**src/rtl/core/atsc_pkg.sv**
```systemverilog
package atsc_pkg;

  localparam int unsigned CFG_W     = 16;
  localparam int unsigned CMD_W     = 3;
  localparam int unsigned PHASE_W   = 3;
  localparam int unsigned CFG_IDX_W = 3;

  typedef logic [CFG_W-1:0]     cfg_val_t;
  typedef logic [CMD_W-1:0]     cmd_t;
  typedef logic [PHASE_W-1:0]   phase_t;
  typedef logic [CFG_IDX_W-1:0] cfg_idx_t;

  localparam phase_t PH_GREEN_A  = 3'd0;
  localparam phase_t PH_YELLOW_A = 3'd1;
  localparam phase_t PH_GREEN_B  = 3'd2;
  localparam phase_t PH_YELLOW_B = 3'd3;
  localparam phase_t PH_WALK     = 3'd4;

  localparam cmd_t CMD_NONE     = 3'd0;
  localparam cmd_t CMD_DETECT_A = 3'd1;
  localparam cmd_t CMD_DETECT_B = 3'd2;
  localparam cmd_t CMD_PED      = 3'd3;
  localparam cmd_t CMD_RESTART  = 3'd4;

  localparam cfg_idx_t REG_GAP_TIME    = 3'd0;
  localparam cfg_idx_t REG_MIN_GREEN   = 3'd1;
  localparam cfg_idx_t REG_YELLOW_TIME = 3'd2;
  localparam cfg_idx_t REG_MAX_GREEN   = 3'd3;
  localparam cfg_idx_t REG_WALK_TIME   = 3'd4;

  localparam cfg_val_t RST_GAP_TIME    = 16'd5000;
  localparam cfg_val_t RST_MIN_GREEN   = 16'd5000;
  localparam cfg_val_t RST_YELLOW_TIME = 16'd2000;
  localparam cfg_val_t RST_MAX_GREEN   = 16'd15000;
  localparam cfg_val_t RST_WALK_TIME   = 16'd5000;

endpackage

```
**src/rtl/core/atsc_in_if.sv**
```systemverilog
interface atsc_in_if;
  logic                 valid;
  logic                 ready;
  atsc_pkg::cmd_t       command;
  logic                 ped_button;

  modport source (output valid, output command, output ped_button, input ready);
  modport sink   (input valid, input command, input ped_button, output ready);
endinterface

```
**src/rtl/core/atsc_out_if.sv**
```systemverilog
interface atsc_out_if;
  logic                 valid;
  logic                 ready;
  logic                 a_green;
  logic                 a_yellow;
  logic                 a_red;
  logic                 b_green;
  logic                 b_yellow;
  logic                 b_red;
  logic                 walk_on;
  logic                 dont_walk_on;
  atsc_pkg::phase_t     phase_code;

  modport source (
    output valid, output a_green, output a_yellow, output a_red,
    output b_green, output b_yellow, output b_red, output walk_on,
    output dont_walk_on, output phase_code, input ready
  );
  modport sink (
    input valid, input a_green, input a_yellow, input a_red,
    input b_green, input b_yellow, input b_red, input walk_on,
    input dont_walk_on, input phase_code, output ready
  );
endinterface

```
**src/rtl/core/atsc_cfg_if.sv**
```systemverilog
interface atsc_cfg_if;
  logic                 valid;
  logic                 ready;
  atsc_pkg::cfg_idx_t   index;
  atsc_pkg::cfg_val_t   data;

  modport source (output valid, output index, output data, input ready);
  modport sink   (input valid, input index, input data, output ready);
endinterface

```
**src/rtl/core/actuated_two_way_signal_controller_top.sv**
```systemverilog
// Two-approach actuated signal controller, one item per millisecond tick.
// in_ch  : command (none, detect A, detect B, pedestrian request, restart)
//          and the pedestrian button state for the tick.
// out_ch : lamp states and phase code after the tick, one result per item.
// cfg_ch : register writes (0 gap_time, 1 min_green, 2 yellow_time,
//          3 max_green, 4 walk_time); always ready, unknown indexes ignored.
//          Write only while no item is in flight.
// The result appears in the output register in the cycle after the item is
// accepted. Throughput: one item per cycle while the output is taken, set by
// the single registered update of the phase state and its timers.
// Stall: in_ch.ready stays high while the output register is empty or being
// taken in the same cycle, so a held result blocks only further items.
// Reset (rst_n low, synchronous): green A with B next, timers zero, no
// pedestrian request, registers at their defaults, output register empty.
module actuated_two_way_signal_controller_top #(
  parameter int unsigned TIMER_BITS = 16
) (
  input  logic              clk,
  input  logic              rst_n,
  atsc_in_if.sink           in_ch,
  atsc_out_if.source        out_ch,
  atsc_cfg_if.sink          cfg_ch
);

  localparam int unsigned CMP_W = (TIMER_BITS > atsc_pkg::CFG_W) ? TIMER_BITS
                                                                 : atsc_pkg::CFG_W;
  localparam logic [TIMER_BITS-1:0] TIMER_MAX = '1;

  atsc_pkg::cfg_val_t gap_time_r, min_green_r, yellow_time_r, max_green_r, walk_time_r;

  atsc_pkg::phase_t        phase_r, phase_nxt;
  logic                    next_b_r, next_b_nxt;
  logic [TIMER_BITS-1:0]   elapsed_r, elapsed_nxt;
  logic [TIMER_BITS-1:0]   since_a_r, since_a_nxt;
  logic [TIMER_BITS-1:0]   since_b_r, since_b_nxt;
  logic                    ped_r, ped_nxt;

  logic                    out_valid_r;
  atsc_pkg::phase_t        out_phase_r;

  logic                    in_acc;
  logic                    green;
  logic [CMP_W-1:0]        el_x, since_x;

  function automatic logic [TIMER_BITS-1:0] sat_inc(input logic [TIMER_BITS-1:0] v);
    sat_inc = (v == TIMER_MAX) ? v : v + 1'b1;
  endfunction

  assign in_ch.ready  = !out_valid_r || out_ch.ready;
  assign in_acc       = in_ch.valid && in_ch.ready;
  assign cfg_ch.ready = 1'b1;

  always_ff @(posedge clk) begin
    if (!rst_n) begin
      gap_time_r    <= atsc_pkg::RST_GAP_TIME;
      min_green_r   <= atsc_pkg::RST_MIN_GREEN;
      yellow_time_r <= atsc_pkg::RST_YELLOW_TIME;
      max_green_r   <= atsc_pkg::RST_MAX_GREEN;
      walk_time_r   <= atsc_pkg::RST_WALK_TIME;
    end else if (cfg_ch.valid) begin
      case (cfg_ch.index)
        atsc_pkg::REG_GAP_TIME:    gap_time_r    <= cfg_ch.data;
        atsc_pkg::REG_MIN_GREEN:   min_green_r   <= cfg_ch.data;
        atsc_pkg::REG_YELLOW_TIME: yellow_time_r <= cfg_ch.data;
        atsc_pkg::REG_MAX_GREEN:   max_green_r   <= cfg_ch.data;
        atsc_pkg::REG_WALK_TIME:   walk_time_r   <= cfg_ch.data;
        default: ;
      endcase
    end
  end

  always_comb begin
    green       = (phase_r == atsc_pkg::PH_GREEN_A) || (phase_r == atsc_pkg::PH_GREEN_B);
    phase_nxt   = phase_r;
    next_b_nxt  = next_b_r;
    elapsed_nxt = sat_inc(elapsed_r);
    since_a_nxt = sat_inc(since_a_r);
    since_b_nxt = sat_inc(since_b_r);
    ped_nxt     = ped_r;

    if (green) begin
      case (in_ch.command)
        atsc_pkg::CMD_DETECT_A: since_a_nxt = '0;
        atsc_pkg::CMD_DETECT_B: since_b_nxt = '0;
        atsc_pkg::CMD_PED:      ped_nxt = 1'b1;
        atsc_pkg::CMD_RESTART: begin
          ped_nxt     = 1'b0;
          since_a_nxt = '0;
          since_b_nxt = '0;
          phase_nxt   = atsc_pkg::PH_GREEN_A;
          next_b_nxt  = 1'b1;
          elapsed_nxt = '0;
        end
        default: ;
      endcase
    end
    if (in_ch.ped_button) begin
      ped_nxt = 1'b1;
    end

    el_x    = CMP_W'(elapsed_nxt);
    since_x = (phase_nxt == atsc_pkg::PH_GREEN_A) ? CMP_W'(since_a_nxt)
                                                  : CMP_W'(since_b_nxt);

    case (phase_nxt)
      atsc_pkg::PH_GREEN_A, atsc_pkg::PH_GREEN_B: begin
        if (el_x >= CMP_W'(min_green_r) &&
            (since_x > CMP_W'(gap_time_r) || el_x > CMP_W'(max_green_r))) begin
          phase_nxt   = (phase_nxt == atsc_pkg::PH_GREEN_A) ? atsc_pkg::PH_YELLOW_A
                                                            : atsc_pkg::PH_YELLOW_B;
          elapsed_nxt = '0;
        end
      end
      atsc_pkg::PH_YELLOW_A, atsc_pkg::PH_YELLOW_B: begin
        if (el_x >= CMP_W'(yellow_time_r)) begin
          elapsed_nxt = '0;
          if (ped_nxt) begin
            phase_nxt = atsc_pkg::PH_WALK;
          end else begin
            phase_nxt  = next_b_r ? atsc_pkg::PH_GREEN_B : atsc_pkg::PH_GREEN_A;
            next_b_nxt = !next_b_r;
          end
        end
      end
      default: begin
        if (el_x >= CMP_W'(walk_time_r)) begin
          ped_nxt     = 1'b0;
          elapsed_nxt = '0;
          phase_nxt   = next_b_r ? atsc_pkg::PH_GREEN_B : atsc_pkg::PH_GREEN_A;
          next_b_nxt  = !next_b_r;
        end
      end
    endcase
  end

  always_ff @(posedge clk) begin
    if (!rst_n) begin
      phase_r     <= atsc_pkg::PH_GREEN_A;
      next_b_r    <= 1'b1;
      elapsed_r   <= '0;
      since_a_r   <= '0;
      since_b_r   <= '0;
      ped_r       <= 1'b0;
      out_valid_r <= 1'b0;
    end else begin
      if (in_acc) begin
        phase_r     <= phase_nxt;
        next_b_r    <= next_b_nxt;
        elapsed_r   <= elapsed_nxt;
        since_a_r   <= since_a_nxt;
        since_b_r   <= since_b_nxt;
        ped_r       <= ped_nxt;
        out_valid_r <= 1'b1;
      end else if (out_ch.ready) begin
        out_valid_r <= 1'b0;
      end
    end
  end

  always_ff @(posedge clk) begin
    if (in_acc) begin
      out_phase_r <= phase_nxt;
    end
  end

  assign out_ch.valid        = out_valid_r;
  assign out_ch.phase_code   = out_phase_r;
  assign out_ch.a_green      = (out_phase_r == atsc_pkg::PH_GREEN_A);
  assign out_ch.a_yellow     = (out_phase_r == atsc_pkg::PH_YELLOW_A);
  assign out_ch.a_red        = !out_ch.a_green && !out_ch.a_yellow;
  assign out_ch.b_green      = (out_phase_r == atsc_pkg::PH_GREEN_B);
  assign out_ch.b_yellow     = (out_phase_r == atsc_pkg::PH_YELLOW_B);
  assign out_ch.b_red        = !out_ch.b_green && !out_ch.b_yellow;
  assign out_ch.walk_on      = (out_phase_r == atsc_pkg::PH_WALK);
  assign out_ch.dont_walk_on = !out_ch.walk_on;

`ifndef ASSERT_OFF
  a_walk_has_request: assert property (@(posedge clk) disable iff (!rst_n)
    phase_r == atsc_pkg::PH_WALK |-> ped_r)
    else $error("walk phase without a latched pedestrian request");

  a_result_follows_item: assert property (@(posedge clk) disable iff (!rst_n)
    in_acc |=> out_valid_r && out_phase_r == phase_r)
    else $error("result register does not match updated phase");

  a_no_double_green: assert property (@(posedge clk) disable iff (!rst_n)
    out_valid_r |-> !(out_ch.a_green && out_ch.b_green) &&
                    !(out_ch.walk_on && (out_ch.a_green || out_ch.b_green)))
    else $error("conflicting green lamps");

  a_elapsed_moves: assert property (@(posedge clk) disable iff (!rst_n)
    in_acc && phase_nxt == phase_r && !(green && in_ch.command == atsc_pkg::CMD_RESTART)
      |=> elapsed_r == sat_inc($past(elapsed_r)))
    else $error("phase timer did not advance within a phase");
`endif

endmodule
```
**src/flat_wrapper.sv**
```systemverilog
// flat-port wrapper written by rule: the top's interface ports become plain ports
module actuated_two_way_signal_controller_top_flat 
#(
  parameter int unsigned TIMER_BITS = 16
)
  (clk, rst_n, in_ch_valid, in_ch_command, in_ch_ped_button, in_ch_ready, out_ch_valid, out_ch_a_green, out_ch_a_yellow, out_ch_a_red, out_ch_b_green, out_ch_b_yellow, out_ch_b_red, out_ch_walk_on, out_ch_dont_walk_on, out_ch_phase_code, out_ch_ready, cfg_ch_valid, cfg_ch_index, cfg_ch_data, cfg_ch_ready);
  atsc_in_if in_ch_i ();
  atsc_out_if out_ch_i ();
  atsc_cfg_if cfg_ch_i ();
  input  logic clk;
  input  logic rst_n;
  input wire logic [$bits(in_ch_i.valid)-1:0] in_ch_valid;
  input wire logic [$bits(in_ch_i.command)-1:0] in_ch_command;
  input wire logic [$bits(in_ch_i.ped_button)-1:0] in_ch_ped_button;
  output wire logic [$bits(in_ch_i.ready)-1:0] in_ch_ready;
  output wire logic [$bits(out_ch_i.valid)-1:0] out_ch_valid;
  output wire logic [$bits(out_ch_i.a_green)-1:0] out_ch_a_green;
  output wire logic [$bits(out_ch_i.a_yellow)-1:0] out_ch_a_yellow;
  output wire logic [$bits(out_ch_i.a_red)-1:0] out_ch_a_red;
  output wire logic [$bits(out_ch_i.b_green)-1:0] out_ch_b_green;
  output wire logic [$bits(out_ch_i.b_yellow)-1:0] out_ch_b_yellow;
  output wire logic [$bits(out_ch_i.b_red)-1:0] out_ch_b_red;
  output wire logic [$bits(out_ch_i.walk_on)-1:0] out_ch_walk_on;
  output wire logic [$bits(out_ch_i.dont_walk_on)-1:0] out_ch_dont_walk_on;
  output wire logic [$bits(out_ch_i.phase_code)-1:0] out_ch_phase_code;
  input wire logic [$bits(out_ch_i.ready)-1:0] out_ch_ready;
  input wire logic [$bits(cfg_ch_i.valid)-1:0] cfg_ch_valid;
  input wire logic [$bits(cfg_ch_i.index)-1:0] cfg_ch_index;
  input wire logic [$bits(cfg_ch_i.data)-1:0] cfg_ch_data;
  output wire logic [$bits(cfg_ch_i.ready)-1:0] cfg_ch_ready;
  assign in_ch_i.valid = in_ch_valid;
  assign in_ch_i.command = in_ch_command;
  assign in_ch_i.ped_button = in_ch_ped_button;
  assign in_ch_ready = in_ch_i.ready;
  assign out_ch_valid = out_ch_i.valid;
  assign out_ch_a_green = out_ch_i.a_green;
  assign out_ch_a_yellow = out_ch_i.a_yellow;
  assign out_ch_a_red = out_ch_i.a_red;
  assign out_ch_b_green = out_ch_i.b_green;
  assign out_ch_b_yellow = out_ch_i.b_yellow;
  assign out_ch_b_red = out_ch_i.b_red;
  assign out_ch_walk_on = out_ch_i.walk_on;
  assign out_ch_dont_walk_on = out_ch_i.dont_walk_on;
  assign out_ch_phase_code = out_ch_i.phase_code;
  assign out_ch_i.ready = out_ch_ready;
  assign cfg_ch_i.valid = cfg_ch_valid;
  assign cfg_ch_i.index = cfg_ch_index;
  assign cfg_ch_i.data = cfg_ch_data;
  assign cfg_ch_ready = cfg_ch_i.ready;
  actuated_two_way_signal_controller_top #(.TIMER_BITS(TIMER_BITS)) u_core (.clk(clk), .rst_n(rst_n), .in_ch(in_ch_i), .out_ch(out_ch_i), .cfg_ch(cfg_ch_i));
endmodule
```
**config.mk**
```make
export PLATFORM = sky130hd
export DESIGN_NAME = actuated_two_way_signal_controller_top_flat
export DESIGN_NICKNAME = d
export VERILOG_FILES = /design/src/rtl/core/atsc_pkg.sv /design/src/rtl/core/atsc_in_if.sv /design/src/rtl/core/atsc_out_if.sv /design/src/rtl/core/atsc_cfg_if.sv /design/src/rtl/core/actuated_two_way_signal_controller_top.sv /design/src/flat_wrapper.sv
export SDC_FILE = /design/constraint.sdc
export NUM_CORES = 1
export LEC_CHECK = 0
export BUFFER_PORTS_ARGS = -buffer_cell sky130_fd_sc_hd__buf_2
export CORE_MARGIN = 2
export CORE_UTILIZATION = 39
export CTS_BUF_LIST = sky130_fd_sc_hd__clkbuf_2 sky130_fd_sc_hd__clkbuf_4 sky130_fd_sc_hd__clkbuf_8
export DETAILED_ROUTE_END_ITERATION = 8
export SYNTH_ARGS = -nofsm -noshare
export SYNTH_HDL_FRONTEND = slang
export SYNTH_SLANG_ARGS = --single-unit
```
**constraint.sdc**
```tcl
create_clock -name clk -period 4.2 [get_ports clk]
set_input_delay 0.84 -clock clk [delete_from_list [all_inputs] [get_ports clk]]
set_output_delay 0.84 -clock clk [all_outputs]
set_load 0.1 [all_outputs]
```
==> results.tsv <==
stage	metric	value	unit
outcome	run status	finished, final reports clean	
critical_path	gate family responsible for the most delay along the worst path	compound AO/OA/AOI/OAI gates	
synth	count of warnings emitted by yosys	0	
drt	Pre-Repair DR Iteration Count	7	
timing	RSZ-0062 raised after global routing	yes	
critical_path	most used cell, CP	buf_4	
finish	most common cell after layout, fill and taps aside	nand2_1	
die	core footprint	0.0216	sq mm
cts	H-tree Lvls	4	
drt	antenna violation net count after detailed routing	0	
timing	tightest slew margin relative to the limit	27.0	%
drt	routed wire length per instance	16.2	microns
global_route	maximum number of pins on one net before global-route repair	114	
placement	Final HPWL DP	17.0	mm
pwr	leakage power figure	4.17	nW
global_route	vias in the first global route	7196	
worst_hold_path	startpoint of the most critical hold path	u_core.max_green_r[2]$_SDFFE_PN0P_	
global_route	wire length of the first global-routing pass	38.1	mm
cts	clock root buffer	clkbuf_8	
critical_path	required time of the critical path	4.61	ns
synth	Netlist Area Pre-Place	0.00853	sq mm
placement	Port-buffer cells	40	
critical_path	worst setup path category	reg2reg	
synth	library cells used by synthesis	67	
finish	relative area change from synthesis to final layout	14.7	%
die	I/O Pins	42	
timing	time the final worst path needs with I/O delays and setup	4.00	ns
timing	fmax	250	MHz
synth	Gate Count Post-Synth	1083	
global_route	GRT overflow	0	
critical_path	worst path buffer plus inverter count	2	
die	Starting Density	39.5	%
timing	Setup WS post-layout	0.196	ns
placement	Placement Setup Slack	-0.00533	ns
finish	final antenna diode count	0	
flow_run	MaxCap Viol Count	0	
cts	Post-CTS Setup Repair Bufs	0	
timing	final number of hold-violating endpoints	0	
die	area enclosed by the die boundary	0.0231	sq mm
critical_path	cells along the critical path	ha_2 > and3_4 > nand4_1 > or2_1 > and4_1 > and3_1 > xnor2_1 > o32ai_1 > ha_1 > a21oi_2 > o21ai_1 > a221o_1 > o31a_1 > a311oi_2 > buf_4 > o211ai_2 > nand2_2 > buf_4 > a22o_1	
critical_path	crit path max fanout	7	
cts	sink count of the clock tree	137	
drt	Routed WL	23.3	mm
cts	Worst-Skew Late Latency	0.46	ns
timing	Final setup violation count	0	
pwr	power density over the cells	286	mW/mm^2
cts	number of buffers added by the clock tree synthesis step	17	
critical_path	critical path's largest stage delay	0.34	ns
die	die height	152	microns
critical_path	slowest cell on the critical path	dfxtp_1	
critical_path	FF-to-FF Start	u_core.since_b_r[1]$_SDFFE_PN0P_	
synth	average size of a mapped cell	7.88	sq um
pwr	highest ir drop seen on vdd	196	uV
finish	layout cells sized above 1	14.4	%
worst_hold_path	Worst Hold Class	reg2reg	
die	number of placement rows	54	
timing	setup skew after layout	0.0148	ns
critical_path	start point of the critical path	u_core.since_b_r[1]$_SDFFE_PN0P_	
timing	number of pins with negative max-slew slack in the final report	0	
global_route	initial antenna violation count	0	
drt	DR DRC count	0	
cts	maximum count of clock buffers along a single path	2	
die	horizontal die dimension	152	microns
synth	portion of the post-synthesis area used by sequential elements	32.5	%
placement	routability congestion estimate from global placement	0.865	
synth	nets in the synthesized netlist	1194	
synth	commonest register cell after synthesis	dfxtp_1	
cts	clock transition at the registers of the reported paths	0.08	ns
finish	Final Util	45.3	%
synth	Post-synth EDFFs	3	
timing	share of the clock period used by the worst path	95.3	%
finish	highest-count cells in the layout ignoring fill and taps	nand2_1 (209), dfxtp_1 (132), inv_1 (87)	
drt	vias per std cell	5.36	
critical_path	CP arrival	4.41	ns
critical_path	Worst Setup Start Kind	flop	
global_route	GRT Overall Usage	20.3	%
synth	number of flip-flops and latches in the synthesized netlist	137	
timing	actual transition at the worst max-transition pin	1.09	ns
drt	count of routing violations after the opening detailed-route iteration	571	
cts	TritonCTS clock tree	built	
finish	number of nets in the finished design	1265	
drt	total via count in the routed design	7736	
synth	proportion of register bits with asynchronous set or reset after synthesis	0	%
pwr	total power consumption of the routed design	2.80	mW
critical_path	kind of capture point of the worst setup path	flop	
==> where the power goes <==
| group | internal [mW] | switching [mW] |
|---|---|---|
| logic | 0.123 | 0.264 |
| registers | 1.33 | 0.0152 |
| clock network | 0.541 | 0.522 |
==> worst reg2reg max path, delay by kind of cell (launching register included) <==
family                     cells  cell delay (ns)
buffers and inverters          2             0.34
xor gates and xnor gates       1             0.15
adders and majority gates      2             0.51
AOI/OAI and AO/OA              8             1.44
and+or+nand+nor                6             1.19
DFF                            1             0.34
==> metal layers <==
layer	global-route usage, %	wire length (microns)
met5	0	0
met4	5.16	301
met3	2.85	923
met2	31.4	9990
met1	29.8	12100
==> layout make-up <==
type / count / area, sq um
multi-input combinational: 807 / 5270
inverter: 87 / 327
timing repair buffer: 104 / 696
sequential: 137 / 2780
clock buffer: 20 / 263
tap: 280 / 350
clock inverter: 9 / 103
fill: 2187 / 11800
==> synthesized netlist by cell type (all sizes together) (5+ instances only) <==
cell type,count,area (sq um)
nand2,212,801
dfxtp,134,2680
inv,87,327
ha,83,1040
a21boi,61,458
nor2,51,191
a21oi,47,235
clkbuf,41,154
o211ai,40,305
nand3,32,165
o21ai,32,160
xor2,22,193
nand4,20,138
nor2b,19,119
and3,17,108
nor3,17,100
and2,16,105
a22o,13,114
o22ai,13,81.3
buf,11,68.8
a211oi,10,80.1
a21o,10,75.1
xnor2,10,87.6
mux2i,7,70.1
nand2b,7,43.8
nand3b,7,52.6
a22oi,6,45.0
a31oi,6,37.5
and4,5,43.8
or2,5,31.3
==> metrics by stage <==
| step | cells | TNS [ns] | instance area (sq um) | hold slack [ns] |
|---|---|---|---|---|
| finish | 1444 | 0 | 9790 | 0.468 |
| global route | 1444 | -0.257 | 9790 | 0.491 |
| CTS | 1444 | 0 | 9720 | 0.470 |
| detailed placement | 1415 | -0.0122 | 9360 | 0.460 |
| global placement | 1415 | 0 | 9360 | 0.453 |
| floorplan | 1083 | 0 | 8530 | 0.443 |
==> timing repair <==
| item | 4_1_cts | 5_1_grt |
|---|---|---|
| hold buffers | 0 | 0 |
| hold endpoints to repair | 0 | 0 |
| gates resized for setup | 0 | 20 |
| setup endpoints to repair | 0 | 20 |
==> final timing paths <==
kind	endpoint	slack [ns]	depth (start not counted)
setup / recovery	u_core.elapsed_r[13]$_SDFFE_PN0P_	0.20	19
hold / removal	u_core.max_green_r[2]$_SDFFE_PN0P_	0.47	2
setup reg to reg	u_core.elapsed_r[13]$_SDFFE_PN0P_	0.20	19
hold reg to reg	u_core.max_green_r[2]$_SDFFE_PN0P_	0.47	2
==> flip-flops by register name, summed over array words and instances (netlist names), 16 cells and up <==
signal,count
u_core.elapsed_r,16
u_core.gap_time_r,16
u_core.max_green_r,16
u_core.min_green_r,16
u_core.since_a_r,16
u_core.since_b_r,16
u_core.walk_time_r,16
u_core.yellow_time_r,16
==> kinds of logic (layout without fill, tap and decap cells) <==
kind of cell,count (synthesis),in the layout,share of synthesized area [%]
xor gates and xnor gates,32,32,3.28
AOI/OAI and AO/OA,263,263,21.3
buffers and inverters,139,220,6.44
other,1,1,0.0440
muxes,8,8,0.953
DFF,137,137,32.5
and+or+nand+nor,420,420,23.3
adders and majority gates,83,83,12.2
Note: power is estimated with default switching activity, not from simulation.
